`config.mk`:
```
export PLATFORM = sky130hd
export DESIGN_NAME = mbp_ram
export DESIGN_NICKNAME = d
export VERILOG_FILES = /design/src/hdl/mbp_ram.sv
export SDC_FILE = /design/constraint.sdc
export NUM_CORES = 2
export LEC_CHECK = 0
export BUFFER_PORTS_ARGS = -buffer_cell sky130_fd_sc_hd__buf_2
export CAP_MARGIN = 5
export CELL_PAD_IN_SITES_DETAIL_PLACEMENT = 0
export CELL_PAD_IN_SITES_GLOBAL_PLACEMENT = 2
export CORE_MARGIN = 1
export CORE_UTILIZATION = 45
export CTS_BUF_LIST = sky130_fd_sc_hd__clkbuf_8
export DETAILED_ROUTE_END_ITERATION = 8
export GPL_ROUTABILITY_DRIVEN = 0
export GPL_TIMING_DRIVEN = 1
export HOLD_SLACK_MARGIN = 0.05
export PLACE_DENSITY_LB_ADDON = 0.1
export SLEW_MARGIN = 20
export SYNTH_ARGS = -nofsm -noshare
export SYNTH_HDL_FRONTEND = slang
export SYNTH_SLANG_ARGS = --single-unit
```
`constraint.sdc`:
```
create_clock -name clock -period 3.5 [get_ports clock]
set_clock_uncertainty 0.2 [all_clocks]
set_input_delay 0.7 -clock clock [delete_from_list [all_inputs] [get_ports clock]]
set_output_delay 0.7 -clock clock [all_outputs]
set_load 0.01 [all_outputs]
```
`src/hdl/mbp_ram.sv`:
```
// Generic single-write, single-read RAM with registered read data.
// No dependencies.
module mbp_ram #(
   parameter int WIDTH = 8,
   parameter int DEPTH = 256
) (
   input  logic                     clock,
   input  logic                     we,
   input  logic [$clog2(DEPTH)-1:0] waddr,
   input  logic [WIDTH-1:0]         wdata,
   input  logic                     re,
   input  logic [$clog2(DEPTH)-1:0] raddr,
   output logic [WIDTH-1:0]         rdata
);
   logic [WIDTH-1:0] mem_ff [DEPTH];
   logic [WIDTH-1:0] rdata_ff;

   // write port and registered read port
   always_ff @(posedge clock) begin
      if (we) begin
         mem_ff[waddr] <= wdata;
      end
      if (re) begin
         rdata_ff <= mem_ff[raddr];
      end
   end

   assign rdata = rdata_ff;
endmodule

```
; Word level (Yosys, flattened, before mapping)
; Memories as Yosys holds them, arrays and structs flattened. A register that Yosys moved wholly into a read port is not among the register bits.
; Index checks and enable logic that the tools add are counted.
[totals]
register_bits = 0
out_inout_bits = 8
ram_bits = 2048
memories = 1
in_bits = 27
[memory_table]
columns = memory, words, word_bits, rd, rd_ports_with_merged_regs, write_ports, line
row1 = mem_ff, 256, 8, 1, 1, 1, 15  ; logic [WIDTH-1:0] mem_ff [DEPTH];
[classes]
mux = 2
[ops]
columns = cell, count
row1 = $mux 1, 2

; Longest topological paths before layout
[depth]
word_depth = 2
mapped_depth = 11
depth_no_buf = 6

; Least setup slack after synthesis
; Ideal clock, no wire load.
[synth_path]
kind = input -> register
start = input port raddr[0]
end = register rdata_ff[2], in the netlist rdata[2] (read register of mem_ff) (data pin)
t_arrival_ns = 2.507
setup_ns = 0.269
setup_slack_ns = 0.524
n_path_buf = 4
t_required_ns = 3.031
path_stages = 9
path_cell_list = buf_6 buf_12 buf_8 buf_2 mux4_2 a22oi_1 a21oi_1 nor4_1 nor4_2
[synth_lines]
columns = item, line
row1 = start: declaration, 12  ; input logic [$clog2(DEPTH)-1:0] raddr,
row2 = end: declaration, 16  ; logic [WIDTH-1:0] rdata_ff;

==> impl_metrics.toml <==
[outcome]
outcome = "complete, no violations"

[finish]
nFillCells = 13690
area_delta_synth_final_pct = 17.28
fin_area_sq_um = 93400
final_cell_mix = "edfxtp_1 (2056), buf_4 (597), mux4_2 (454)"
layout-drive-gt1-share = 0.3283
fin_cells = 7155
final_common_cell = "edfxtp_1"
nets = 4586
fin_util = 0.5309

[critical_path]
cp_cell_sequence = "mux4_2, a22o_1, a221oi_1, buf_4, o221ai_1, a211oi_1, buf_4, nor4_1"
r2r_cells = 8
path_max_fanout = 1
r2r_setup_slack_ns = 0.21
path_class = "flop to flop"
worstPathArrival_ns = 3.82
worstReg2RegEnd = "rdata[5]"
critPathBufInv = 2
critical-path-top-delay-family = "compound AO/OA/AOI/OAI gates"
slowest_delay_ns = 0.49
critPathCaptureType = "flop"
slowest_stage = "mux4_2"
start_kind = "flop"
worst_path_most_repeated_cell = "buf_4"
critPathRequiredTime_ns = 4.04
r2r-start = "mem_ff[27][5]"

[logic_synthesis]
syn_nets = 3760
synth_area_sq_um = 79640
synth_edf_count = 2056
synth.ff_latch_count = 2056
syn_inst = 3733
synth.top_cell.area_share = 0.7753
synth.area.top_cells = "edfxtp_1 (78%), mux4_2 (13%), mux2i_1 (1.7%), nor2_1 (1.3%), a22oi_1 (1.3%)"
syn_avg_cell_area_sq_um = 21.33
synth-async-reset-ratio = 0
yosys_warnings = 0
yosys.area.top_type = "edfxtp_1"
synthFlopType = "edfxtp_1"
synth_seq_area_share = 0.7753
ys_types = 54

[clock_tree]
cts_root_buf = "clkbuf_8"
cts_made_buffers = 353
clk_latency_ns = 1.05
clockBufferDepth = 4
tritoncts = "yes"
htreeDepth = 5
clkTransAtPathRegs_ns = 0.06
cts_sinks = 2056

[routing]
detail-route-antenna-nets = 0
vias = 41490
viasPerCell = 5.798
wl_per_cell_um = 30.22
drc = 0
dr.pass1.iters = 6
drt-initial-drc-count = 4481
wl_mm = 216.2

[flow_run]
drv_cap = 0

[timing]
setup_slack_ns = 0.2118
tightestPinTransition_ns = 0.9824
finalSetupViolCount = 0
rsz0062_at_grt = "false"
slew_violations = 0
hold_slack_ns = 0.1418
fin_setup_tns_ns = 0
fin_crit_sh = 0.9395
max_freq_ghz = 0.3041
slew_headroom = 0.3451
period_needed_ns = 3.288
finalHoldViolCount = 0

[grt]
grt_pass1_vias = 43520
met2_usage = 0.3935
grt_overflow = 0
grtUsageMet1 = 0.3380
grt_pass1_wl_mm = 310.4
grt_max_degree = 98
top_usage_layer = "met2"
grt_antenna_before_repair = 14
grtUsageMet3 = 0.04147
grt_use_total = 0.2442

[worst_hold_path]
hold_path_class = "input pin to flop"
hold_end = "mem_ff[100][1]"
min_path_cells = 1
min_from = "wdata[1]"

[floorplan]
die_w_um = 422.7
die-height_um = 422.7
start_util = 0.4527
fp.coreArea_sq_um = 175900
rows = 154
pin_count = 35
die_area_sq_um = 178700

[power_and_ir_drop]
cellPowerDensity_nw_per_um2 = 527.2
p_total_mw = 49.24
leakagePower_nw = 30.68
peakVddDrop_mv = 0.4204

[placement]
dp_cells = 6536
dp_slack_ns = -0.6643
dp_hpwl_mm = 142.2
io_buffers = 34
dpl-instance-area_sq_um = 87220
## logic make-up after synthesis
logic type             Yosys count  synth area share
and+or+nand+nor                466           0.02625
AOI/OAI and AO/OA              385           0.03416
buffers and inverters          235           0.01829
muxes                          591            0.1460
DFF                           2056            0.7753
## cell usage after synthesis, drive strengths merged (2+ instances only)
cell type	count
o22ai	28
a2111oi	5
a211oi	16
edfxtp	2056
o211ai	10
nand2b	8
a22o	8
o221ai	47
nand4	10
nand3	34
nand2	33
nor2b	31
clkbuf	111
o21ai	12
nor3	22
mux2i	134
o22a	5
or2	4
and2	6
nor2	282
and3b	2
a221oi	14
o32ai	5
a311oi	2
nand3b	2
mux4	456
a22oi	133
a21oi	96
buf	122
a31oi	2
nor4	27
## repair_timing
action                                 4_1_cts  5_1_grt
resized for setup                            0        0
endpoints found under the hold margin      247        0
buffers inserted                             0        0
hold buffers                                 8        0
## worst max-delay path by stage
stage / start / to / slack (ns) / cells after the start
final: mem_ff[27][5] / rdata[5] / 0.21 / 8
after global routing: mem_ff[27][5] / rdata[5] / 0.20 / 8
after CTS: mem_ff[27][5] / rdata[5] / 0.24 / 8
after detailed placement: raddr[0] / rdata[5] / -0.66 / 11
after global placement: raddr[0] / rdata[0] / -0.73 / 11
after floorplan: raddr[0] / rdata[2] / 0.52 / 9
## flip-flops by register name, indices dropped and copies added (netlist names)
register,cells
rdata,8
mem_ff,2048
## cell type report
| class | count | area [sq um] | share of cell area |
|---|---|---|---|
| flip-flops and latches | 2056 | 61740 | 0.6610 |
| diodes | 5 | 12.51 | 0.0001340 |
| well taps | 2340 | 2928 | 0.03135 |
| multi-input cells | 1442 | 16480 | 0.1764 |
| inverters | 2 | 7.507 | 0.00008038 |
| clock inverters | 246 | 1125 | 0.01204 |
| clock buffers | 360 | 4955 | 0.05305 |
| repair buffers | 704 | 6153 | 0.06589 |
## report_power, final
part | total, mW | switching, mW | internal, mW
registers | 27.2 | 0.0260 | 27.2
clock network | 19.2 | 9.33 | 9.85
logic | 2.87 | 1.74 | 1.13
## per-layer routing
layer  wire length, um  part of all wire  up-vias
li1                  -                 -    17420
met1             90740              0.42    22170
met2            105300              0.49     1543
met3             13680             0.063      351
met4              6535             0.030        0
met5                 0                 0        -
## worst reg2reg max path, cell delays in order (launching register included)
cell and delay, ns:
edfxtp_1 0.37, mux4_2 0.49, a22o_1 0.27, a221oi_1 0.48, buf_4 0.20, o221ai_1 0.30, a211oi_1 0.38, buf_4 0.22
nor4_1 0.06
(Power assumes the default switching activity.)
